### config.mk
export PLATFORM = sky130hd
export DESIGN_NAME = lift_safety_supervisor
export DESIGN_NICKNAME = d
export VERILOG_FILES = /design/src/design/lss_pkg.sv /design/src/design/lift_safety_supervisor.sv
export SDC_FILE = /design/constraint.sdc
export NUM_CORES = 1
export LEC_CHECK = 0
export ABC_AREA = 1
export BUFFER_PORTS_ARGS = -buffer_cell sky130_fd_sc_hd__buf_4
export CAP_MARGIN = 10
export CORE_MARGIN = 3
export CORE_UTILIZATION = 59
export CTS_CLUSTER_SIZE = 10
export DETAILED_ROUTE_END_ITERATION = 12
export PLACE_DENSITY = 0.77
export SETUP_SLACK_MARGIN = 0.15
export SYNTH_ARGS = -nofsm -noshare
export SYNTH_HDL_FRONTEND = slang
export SYNTH_SLANG_ARGS = --single-unit
### constraint.sdc
create_clock -name clk -period 3.4 [get_ports clk]
set_input_delay 0.34 -clock clk [delete_from_list [all_inputs] [get_ports clk]]
set_output_delay 0.34 -clock clk [all_outputs]
set_load 0.05 [all_outputs]
### src/design/lss_pkg.sv
// Package for the lift safety supervisor: field widths, mode and fault codes,
// configuration register indexes and reset values, and the input beat layout.
// No dependencies.
`default_nettype none

package lss_pkg;

    // Field widths.
    localparam int PosW   = 16;
    localparam int PctW   = 7;
    localparam int CurW   = 16;
    localparam int LoadW  = 16;
    localparam int CodeW  = 3;
    localparam int CntW   = 16;
    localparam int CfgW   = 16;
    localparam int CfgIdxW = 3;

    // Stream widths: 69 input bits padded to 72, 8 output bits.
    localparam int InDataW  = 72;
    localparam int OutDataW = 8;

    // Mode codes.
    localparam logic [CodeW-1:0] MODE_IDLE      = 3'd0;
    localparam logic [CodeW-1:0] MODE_DOOR_OPEN = 3'd1;
    localparam logic [CodeW-1:0] MODE_OVERLOAD  = 3'd2;
    localparam logic [CodeW-1:0] MODE_FAULT     = 3'd3;
    localparam logic [CodeW-1:0] MODE_ESTOP     = 3'd4;

    // Fault codes.
    localparam logic [CodeW-1:0] FAULT_NONE        = 3'd0;
    localparam logic [CodeW-1:0] FAULT_ESTOP       = 3'd1;
    localparam logic [CodeW-1:0] FAULT_OVERTRAVEL  = 3'd2;
    localparam logic [CodeW-1:0] FAULT_DOOR_JAM    = 3'd3;
    localparam logic [CodeW-1:0] FAULT_OVERCURRENT = 3'd4;

    // Configuration register indexes.
    localparam logic [CfgIdxW-1:0] REG_OVERTRAVEL_LIMIT  = 3'd0;
    localparam logic [CfgIdxW-1:0] REG_DOOR_OPEN_LIMIT   = 3'd1;
    localparam logic [CfgIdxW-1:0] REG_OVERCURRENT_LIMIT = 3'd2;
    localparam logic [CfgIdxW-1:0] REG_OVERCURRENT_TICKS = 3'd3;
    localparam logic [CfgIdxW-1:0] REG_OVERLOAD_SET      = 3'd4;
    localparam logic [CfgIdxW-1:0] REG_OVERLOAD_CLEAR    = 3'd5;

    // Configuration reset values.
    localparam logic [PosW-1:0]  RST_OVERTRAVEL_LIMIT  = 16'd1005;
    localparam logic [PctW-1:0]  RST_DOOR_OPEN_LIMIT   = 7'd5;
    localparam logic [CurW-1:0]  RST_OVERCURRENT_LIMIT = 16'd15000;
    localparam logic [CntW-1:0]  RST_OVERCURRENT_TICKS = 16'd50;
    localparam logic [LoadW-1:0] RST_OVERLOAD_SET      = 16'd900;
    localparam logic [LoadW-1:0] RST_OVERLOAD_CLEAR    = 16'd850;

    // One decoded input beat.
    typedef struct packed {
        logic             estop;
        logic [PosW-1:0]  position_cm;
        logic [PctW-1:0]  door_pct;
        logic [PctW-1:0]  hoist_duty;
        logic [CurW-1:0]  current_ma;
        logic [LoadW-1:0] load_kg;
        logic [CodeW-1:0] mode_in;
        logic [CodeW-1:0] fault_in;
    } tick_t;

endpackage

`default_nettype wire

### src/design/lift_safety_supervisor.sv
// Lift safety supervisor top level: input register, one pass of safety
// checks and an output register. Depends on lss_pkg.
`default_nettype none

// Usage:
// Each beat on the s_ channel is one evaluation tick carrying the sensor
// readings, the current mode and the current fault code. Each tick gives
// exactly one beat on the m_ channel with the new mode, the fault code, the
// overload flag and the safety-active flag.
// A beat is taken at an edge where tvalid and tready are both high. The
// result beat passes through the input register and then the output
// register before it shows on the m_ channel. One tick is taken per cycle
// sustained while m_tready stays high; the check logic and the overcurrent
// counter update sit between the two registers.
// When the receiver stalls, the output register holds its beat and the
// input register still accepts one more tick; s_tready drops only when both
// are full and m_tready is low. Reset clears both valid bits, the
// overcurrent counter and the overload latch, and loads the configuration
// registers with their default limits. Configuration is written through
// cfg_we/cfg_index/cfg_data while no tick is in flight; indexes beyond the
// last register are ignored.
module lift_safety_supervisor
(
    input  wire logic                           clk,
    input  wire logic                           rst_n,
    // Input ticks. tdata from bit 0 up: estop, position_cm, door_pct,
    // hoist_duty, current_ma, load_kg, mode_in, fault_in, zero padding.
    input  wire logic                           s_tvalid,
    output logic                                s_tready,
    input  wire logic [lss_pkg::InDataW-1:0]    s_tdata,
    // Results. tdata from bit 0 up: mode_out, fault_out, overload_flag,
    // safety_active.
    output logic                                m_tvalid,
    input  wire logic                           m_tready,
    output logic [lss_pkg::OutDataW-1:0]        m_tdata,
    // Configuration write port.
    input  wire logic                           cfg_we,
    input  wire logic [lss_pkg::CfgIdxW-1:0]    cfg_index,
    input  wire logic [lss_pkg::CfgW-1:0]       cfg_data
);
    import lss_pkg::*;

    // Configuration registers.
    logic [PosW-1:0]  ot_limit_reg;
    logic [PctW-1:0]  door_limit_reg;
    logic [CurW-1:0]  oc_limit_reg;
    logic [CntW-1:0]  oc_ticks_reg;
    logic [LoadW-1:0] ovl_set_reg;
    logic [LoadW-1:0] ovl_clear_reg;

    // Pipeline registers and state.
    logic             s1_valid_reg;
    tick_t            s1_reg;
    tick_t            tick_in;
    logic             out_valid_reg;
    logic [OutDataW-1:0] out_data_reg;
    logic [CntW-1:0]  oc_count_reg;
    logic [CntW-1:0]  oc_count_next;
    logic             ovl_reg;
    logic             ovl_next;

    // Handshake.
    logic             out_ready;
    logic             s1_adv;
    logic             s_take;

    // Check results.
    logic             over_travel;
    logic             door_jam;
    logic             over_current;
    logic [CntW-1:0]  oc_count_inc;
    logic             oc_trip;
    logic [CodeW-1:0] mode_res;
    logic [CodeW-1:0] fault_res;
    logic             safety_res;

    assign out_ready = !out_valid_reg || m_tready;
    assign s1_adv    = s1_valid_reg && out_ready;
    assign s_tready  = !s1_valid_reg || out_ready;
    assign s_take    = s_tvalid && s_tready;

    // Unpack an input beat.
    always_comb
    begin
        tick_in.estop       = s_tdata[0];
        tick_in.position_cm = s_tdata[16:1];
        tick_in.door_pct    = s_tdata[23:17];
        tick_in.hoist_duty  = s_tdata[30:24];
        tick_in.current_ma  = s_tdata[46:31];
        tick_in.load_kg     = s_tdata[62:47];
        tick_in.mode_in     = s_tdata[65:63];
        tick_in.fault_in    = s_tdata[68:66];
    end

    // Configuration writes.
    always_ff @(posedge clk or negedge rst_n)
    begin
        if (!rst_n)
        begin
            ot_limit_reg   <= RST_OVERTRAVEL_LIMIT;
            door_limit_reg <= RST_DOOR_OPEN_LIMIT;
            oc_limit_reg   <= RST_OVERCURRENT_LIMIT;
            oc_ticks_reg   <= RST_OVERCURRENT_TICKS;
            ovl_set_reg    <= RST_OVERLOAD_SET;
            ovl_clear_reg  <= RST_OVERLOAD_CLEAR;
        end
        else if (cfg_we)
        begin
            unique case (cfg_index)
                REG_OVERTRAVEL_LIMIT:  ot_limit_reg   <= cfg_data;
                REG_DOOR_OPEN_LIMIT:   door_limit_reg <= cfg_data[PctW-1:0];
                REG_OVERCURRENT_LIMIT: oc_limit_reg   <= cfg_data;
                REG_OVERCURRENT_TICKS: oc_ticks_reg   <= cfg_data;
                REG_OVERLOAD_SET:      ovl_set_reg    <= cfg_data;
                REG_OVERLOAD_CLEAR:    ovl_clear_reg  <= cfg_data;
                default: ;
            endcase
        end
    end

    // Input register.
    always_ff @(posedge clk or negedge rst_n)
    begin
        if (!rst_n)
        begin
            s1_valid_reg <= 1'b0;
        end
        else if (s_tready)
        begin
            s1_valid_reg <= s_tvalid;
        end
    end

    always_ff @(posedge clk)
    begin
        if (s_take)
        begin
            s1_reg <= tick_in;
        end
    end

    // Raw comparisons against the limits.
    assign over_travel  = s1_reg.position_cm > ot_limit_reg;
    assign door_jam     = (s1_reg.door_pct > door_limit_reg) && (s1_reg.hoist_duty != '0);
    assign over_current = s1_reg.current_ma > oc_limit_reg;
    assign oc_count_inc = (oc_count_reg == '1) ? oc_count_reg : oc_count_reg + 1'b1;
    assign oc_trip      = oc_count_inc >= oc_ticks_reg;

    // Priority checks, then overload hysteresis when no check decided.
    always_comb
    begin
        mode_res      = s1_reg.mode_in;
        fault_res     = s1_reg.fault_in;
        oc_count_next = oc_count_reg;
        ovl_next      = ovl_reg;
        if (s1_reg.estop)
        begin
            mode_res  = MODE_ESTOP;
            fault_res = FAULT_ESTOP;
        end
        else if (over_travel)
        begin
            mode_res  = MODE_FAULT;
            fault_res = FAULT_OVERTRAVEL;
        end
        else if (door_jam)
        begin
            mode_res  = MODE_FAULT;
            fault_res = FAULT_DOOR_JAM;
        end
        else if (over_current && oc_trip)
        begin
            oc_count_next = oc_count_inc;
            mode_res      = MODE_FAULT;
            fault_res     = FAULT_OVERCURRENT;
        end
        else
        begin
            oc_count_next = over_current ? oc_count_inc : '0;
            if (s1_reg.load_kg > ovl_set_reg)
            begin
                ovl_next  = 1'b1;
                fault_res = FAULT_NONE;
                if (s1_reg.mode_in == MODE_IDLE || s1_reg.mode_in == MODE_DOOR_OPEN)
                begin
                    mode_res = MODE_OVERLOAD;
                end
            end
            else if (ovl_reg && (s1_reg.load_kg < ovl_clear_reg))
            begin
                ovl_next  = 1'b0;
                fault_res = FAULT_NONE;
                if (s1_reg.mode_in == MODE_OVERLOAD)
                begin
                    mode_res = MODE_IDLE;
                end
            end
            else if (s1_reg.mode_in == MODE_OVERLOAD && s1_reg.fault_in == FAULT_NONE)
            begin
                mode_res = MODE_IDLE;
            end
        end
    end

    assign safety_res = s1_reg.estop || (fault_res != FAULT_NONE) ||
                        (mode_res == MODE_FAULT) || (mode_res == MODE_ESTOP);

    // State update and output register.
    always_ff @(posedge clk or negedge rst_n)
    begin
        if (!rst_n)
        begin
            oc_count_reg  <= '0;
            ovl_reg       <= 1'b0;
            out_valid_reg <= 1'b0;
        end
        else
        begin
            if (s1_adv)
            begin
                oc_count_reg <= oc_count_next;
                ovl_reg      <= ovl_next;
            end
            if (out_ready)
            begin
                out_valid_reg <= s1_valid_reg;
            end
        end
    end

    always_ff @(posedge clk)
    begin
        if (s1_adv)
        begin
            out_data_reg <= {safety_res, ovl_next, fault_res, mode_res};
        end
    end

    assign m_tvalid = out_valid_reg;
    assign m_tdata  = out_data_reg;

    // A result in fault or estop mode always reports safety active.
    a_mode_safety: assert property (@(posedge clk) disable iff (!rst_n)
        (m_tvalid && (m_tdata[2:0] == MODE_FAULT || m_tdata[2:0] == MODE_ESTOP))
        |-> m_tdata[7])
        else $error("safety_active low in fault or estop mode");

    // The reported overload flag tracks the latch while the beat is shown.
    a_ovl_flag: assert property (@(posedge clk) disable iff (!rst_n)
        m_tvalid |-> (m_tdata[6] == ovl_reg))
        else $error("overload flag differs from latch");

    // The overcurrent counter saturates: from all ones it only clears to zero and never wraps.
    a_oc_sat: assert property (@(posedge clk) disable iff (!rst_n)
        ($past(oc_count_reg) == '1 && oc_count_reg != '1) |-> (oc_count_reg == '0))
        else $error("overcurrent counter wrapped");

    // A tick with normal current and no early exit clears the counter.
    a_oc_clear: assert property (@(posedge clk) disable iff (!rst_n)
        (s1_adv && !s1_reg.estop && !over_travel && !door_jam && !over_current)
        |=> (oc_count_reg == '0))
        else $error("overcurrent counter not cleared");

    // State only moves when a tick leaves the input register.
    a_state_hold: assert property (@(posedge clk) disable iff (!rst_n)
        !s1_adv |=> ($stable(oc_count_reg) && $stable(ovl_reg)))
        else $error("state changed without a tick");

endmodule

`default_nettype wire
# Yosys cells after proc, flatten, opt, wreduce, memory -nomap -nowiden

Cells that the tools add are included.

Bits in read-only memories: 0
Latch bits: 0
Memory bits (writable): 0
Memories kept: 0
Register bits: 183

Mux-type cells: 24
Multiply operators: 0
Reductions and logical operators: 26
Div/mod/pow operators: 0
$lt $le $gt $ge: 6
Add/subtract/negate cells: 1
Shift operators: 0
Bitwise logic cells: 3
Equality and inequality tests: 10

Operators by type and width:

| cell                                                                   | count |
|---|---|
| 16-bit greater-than comparator                                         | 3 |
| 16-bit two-way mux                                                     | 3 |
| 3-bit two-way mux                                                      | 15 |
| 16-bit by 1-bit adder with 16-bit output (second input constant)       | 1 |
| 16-bit equality test (second input constant)                           | 1 |
| 16-bit greater-or-equal comparator                                     | 1 |
| 16-bit less-than comparator                                            | 1 |
| 3-bit by 2-bit equality test with 1-bit output (second input constant) | 4 |
| 2-bit AND reduction                                                    | 6 |
| 3-bit equality test (second input constant)                            | 3 |
| 3-bit zero test                                                        | 3 |
| 7-bit greater-than comparator                                          | 1 |
| 7-bit nonzero test                                                     | 1 |
| 3-bit by 1-bit equality test with 1-bit output (second input constant) | 2 |
| 1-bit logical AND                                                      | 6 |
| 1-bit logical OR                                                       | 6 |
| 1-bit two-way mux                                                      | 6 |
| 4-bit AND reduction                                                    | 1 |
| 1-bit inverter                                                         | 3 |
| 3-bit nonzero test                                                     | 1 |
| 1-bit zero test                                                        | 2 |

# Depth between registers and ports, before layout

Word-level depth: 12
Mapped depth: 30
Gate-level depth less buffers: 30

# Worst setup path after synthesis

No wires, ideal clock.

Path kind: register to register
From: register out_valid_reg, in the netlist m_tvalid
To: register s1_reg[0] in the netlist's numbering (enable)
Library setup time: 0.423 ns
Cell stages (with the launch flop): 4
Path slack: 0.382 ns
Arrival: 2.595 ns
Cells stage by stage: dfrtp_1 nand3_1 nand2_1 inv_1

Cells in the longest elaborated chain, start to end: 4

RTL lines:

| element                  | RTL line                      | source |
|---|---|---|
| start: declaration       | lift_safety_supervisor.sv:55  | `logic out_valid_reg;` |
| start signal: assignment | lift_safety_supervisor.sv:226 | `out_valid_reg <= s1_valid_reg;` |
| 1-bit zero test          | lift_safety_supervisor.sv:77  | `assign out_ready = !out_valid_reg \|\| m_tready;` |
| 1-bit logical OR         | lift_safety_supervisor.sv:77  |  |
| 1-bit logical OR         | lift_safety_supervisor.sv:79  | `assign s_tready = !s1_valid_reg \|\| out_ready;` |
| named net s_tready       | lift_safety_supervisor.sv:29  | `output logic s_tready,` |
| 1-bit logical AND        | lift_safety_supervisor.sv:80  | `assign s_take = s_tvalid && s_tready;` |
| named net s_take         | lift_safety_supervisor.sv:65  | `logic s_take;` |
| end signal: assignment   | lift_safety_supervisor.sv:138 | `s1_reg <= tick_in;` |
| end: declaration         | lift_safety_supervisor.sv:53  | `tick_t s1_reg;` |

The timed path passes the listed nets, and every way through them passes these cells.
A chain may end at the register's enable or synchronous reset.

# Worst setup path after layout

From: register oc_count_reg[1]
To: register out_data_reg[1], in the netlist m_tdata[1], data pin

Cells in the longest elaborated chain, start to end: 8

RTL lines:

| element                                                                                 | RTL line                      | source |
|---|---|---|
| start: declaration                                                                      | lift_safety_supervisor.sv:57  | `logic [CntW-1:0] oc_count_reg;` |
| start signal: assignment                                                                | lift_safety_supervisor.sv:221 | `oc_count_reg <= oc_count_next;` |
| 16-bit by 1-bit adder with 16-bit output / 16-bit equality test (equally long branches) | lift_safety_supervisor.sv:146 | `assign oc_count_inc = (oc_count_reg == '1) ? oc_count_reg : oc_count_reg + 1'b1;` |
| 16-bit two-way mux (*)                                                                  | lift_safety_supervisor.sv:146 |  |
| 16-bit greater-or-equal comparator (*)                                                  | lift_safety_supervisor.sv:147 | `assign oc_trip = oc_count_inc >= oc_ticks_reg;` |
| 1-bit logical AND (*)                                                                   | lift_safety_supervisor.sv:171 | `else if (over_current && oc_trip)` |
| 3-bit two-way mux (*)                                                                   | lift_safety_supervisor.sv:171 |  |
| 3-bit two-way mux (*)                                                                   | lift_safety_supervisor.sv:166 | `else if (door_jam)` |
| 3-bit two-way mux (*)                                                                   | lift_safety_supervisor.sv:161 | `else if (over_travel)` |
| 3-bit two-way mux (*)                                                                   | lift_safety_supervisor.sv:156 | `if (s1_reg.estop)` |
| named net mode_res[1]                                                                   | lift_safety_supervisor.sv:73  | `logic [CodeW-1:0] mode_res;` |
| end signal: assignment                                                                  | lift_safety_supervisor.sv:235 | `out_data_reg <= {safety_res, ovl_next, fault_res, mode_res};` |
| end: declaration                                                                        | lift_safety_supervisor.sv:56  | `logic [OutDataW-1:0] out_data_reg;` |

The timed path passes the listed nets; every way through them passes the cells marked *.

==> results.sh <==
export IMPL_tritoncts="done"
export IMPL_n_antenna_cell=0
export IMPL_postSynth_asyncResetShare=0.579
export IMPL_cts_root_buf="clkbuf_16"
export IMPL_slowest_delay_ps=410
export IMPL_start_util=0.616
export IMPL_cp_required_ps=3600
export IMPL_hpwl_mm=13.5
export IMPL_p_leak_nw=5.26
export IMPL_die_area_mm2=0.0170
export IMPL_nNetsFinal=1266
export IMPL_clockBufferDepth=2
export IMPL_yosysTopAreaCell="edfxtp_1"
export IMPL_final_cell_mix="nand2_1 (211), inv_1 (148), buf_4 (120)"
export IMPL_io_buffer_count=102
export IMPL_cpMaxStageDelayCell="or3_4"
export IMPL_crit_chain="buf_4 -> nand2_2 -> or3_4 -> nor4_4 -> nand3_2 -> nand3b_1 -> nand2_1 -> inv_1 -> ha_4 -> a21oi_1 -> o21ai_1 -> a21oi_1 -> nand2_1 -> nor2_1 -> nor2_1 -> buf_4 -> nor2_4 -> nand2_2 -> nand2_2 -> buf_4 -> buf_6 -> inv_1"
export IMPL_grt_pass1_vias=6621
export IMPL_start_kind="register"
export IMPL_cts_sinks=183
export IMPL_track_usage=0.244
export IMPL_chipHeight_um=131
export IMPL_yosys_warnings=0
export IMPL_ys_ff_latch=183
export IMPL_routed_wl_mm=19.9
export IMPL_synthAdderAreaFrac=0.119
export IMPL_clk_pin_slew_worst_paths_ps=70
export IMPL_netlist_area_mm2=0.00915
export IMPL_ys_types=37
export IMPL_htree_levels=4
export IMPL_maxCapViolCount=0
export IMPL_place_congestion=0.894
export IMPL_synth_top_area_share=0.253
export IMPL_min_delay_path_class="input port to register"
export IMPL_clock_fmax_mhz=296
export IMPL_rsz0062_at_grt="yes"
export IMPL_design_core_area_mm2=0.0149
export IMPL_post_synth_and_or_nand_nor_area_fraction=0.151
export IMPL_synth_xor_area_frac=0.00383
export IMPL_yosysSeqAreaShare=0.546
export IMPL_synthTopCellsByArea="edfxtp_1 (25%), dfrtp_1 (21%), ha_1 (12%)"
export IMPL_path_max_fanout=4
export IMPL_grt_pass1_wl_mm=32.0
export IMPL_critical_path_class="register to register"
export IMPL_endpoint_kind="register"
export IMPL_fin_crit_sh=0.995
export IMPL_cts_buffers=17
export IMPL_worst_skew_pair_late_latency_ps=440
export IMPL_synth_nets=1140
export IMPL_status="complete, no violations"
export IMPL_grt_ovfl_total=0
export IMPL_report_final_slew_viol_count=0
export IMPL_syn_inst=957
export IMPL_ant_nets=0
export IMPL_drtIter0Drc=527
export IMPL_grt_max_degree=107
export IMPL_crit_buf_inv=6
export IMPL_syn_avg_cell_area_um2=9.56
export IMPL_dp_slack_ps=7.02
export IMPL_wl_per_cell_um=15.6
export IMPL_hold_ws_ps=74.0
export IMPL_hold_viol=0
export IMPL_synthMuxAreaShare=0
export IMPL_setup_slack_ps=16.1
export IMPL_skew_ps=10.3
export IMPL_finalSetupViolCount=0
export IMPL_synth_ff_type="edfxtp_1"
export IMPL_synth_edf_count=77
export IMPL_fp_row_count=44
export IMPL_syn_to_final_growth_pct=20.7
export IMPL_power_density_mw_per_mm2=644
export IMPL_synth_top_family_by_area="simple AND/OR/NAND/NOR gates"
export IMPL_drc_errors=0
export IMPL_peakVddDrop_uv=408
export IMPL_fp_dieW_um=131
export IMPL_synth_compound_area_frac=0.105
export IMPL_final_common_cell="nand2_1"
export IMPL_layout_drive_gt1_share=0.221
export IMPL_worst_pin_slew_ps=979
export IMPL_vias=6915
export IMPL_max_slew_margin=0.345
export IMPL_cp_top_family="simple AND/OR/NAND/NOR gates"
export IMPL_routed_via_density=5.40
export IMPL_critPathArrivalTime_ps=3580
export IMPL_ios=106
export IMPL_largest_reg_flops=69
export IMPL_period_minus_slack_ps=3380
export IMPL_antenna_found_initial=0
export IMPL_detailedRoute_firstPassIterationCount=5
## power breakdown
group | total (mW) | switching [mW] | internal [mW]
clock network | 1.99 | 0.865 | 1.12
logic | 2.13 | 1.26 | 0.868
registers | 3.00 | 0.250 | 2.75
## metrics by stage
step	power, mW	utilization	area, um2	cells	setup TNS (ps)
floorplan	4.28	-	9150	957	0
global placement	4.76	0.683	10100	1232	0
detailed placement	4.85	0.683	10100	1232	0
CTS	6.98	0.733	10900	1275	0
global route	7.58	0.743	11000	1280	-515
finish	7.12	0.743	11000	1280	0
## worst paths after layout
check / startpoint / endpoint / slack [ps] / cells past startpoint
worst min-delay path: s_tdata[19] / s1_reg[47]$_DFFE_PP_ / 70 / 1
worst max register to register: oc_count_reg[1]$_DFFE_PN0P_ / m_tdata[1]$_DFFE_PP_ / 20 / 22
min in group asynchronous: rst_n / oc_count_reg[12]$_DFFE_PN0P_ / 510 / 3
max in group asynchronous: rst_n / ot_limit_reg[11]$_DFFE_PN0P_ / 2440 / 3
worst max-delay path: oc_count_reg[1]$_DFFE_PN0P_ / m_tdata[1]$_DFFE_PP_ / 20 / 22
worst min register to register: ovl_clear_reg[12]$_DFFE_PN0P_ / ovl_clear_reg[12]$_DFFE_PN0P_ / 490 / 2
## synthesized netlist by cell type, drive strengths merged, types with 4 or more instances
cell,n
nand2,220
o21bai,5
nand4,9
nor3,10
nor4,4
o21ai,114
o21a,4
a21oi,43
edfxtp,77
nand3,29
ha,87
xor2,4
inv,160
o22ai,10
nor2,48
dfstp,29
dfrtp,77
clkbuf,16
## metal layers
metal / vias to the layer above / part of all wire / GRT usage
met5: - / 0 / 0
met3: 43 / 0.052 / 0.0585
li1: 3415 / - / -
met2: 203 / 0.49 / 0.398
met1: 3254 / 0.43 / 0.324
met4: 0 / 0.023 / 0.0853
## what timing repair did
item / 4_1_cts / 5_1_grt
resized for setup: 22 / 26
endpoints found under the setup margin: 5 / 9
pin swaps: 16 / 17
hold endpoints to repair: 6 / 0
setup buffers: 10 / 5
hold buffers: 1 / 0
## final cells by class
cell class | count | area (um2)
fill | 1077 | 3820
clock inverter | 10 | 105
sequential | 183 | 5000
inverter | 162 | 611
multi-input combinational | 594 | 3630
timing repair buffer | 125 | 973
tap | 184 | 230
clock buffer | 22 | 490
## cell families after synthesis
kind of cell               Yosys count
and+or+nand+nor                    323
DFF                                183
AOI/OAI and AO/OA                  180
buffers and inverters              180
adders and majority gates           87
xor gates and xnor gates             4
Note: power is estimated with default switching activity, not from simulation.
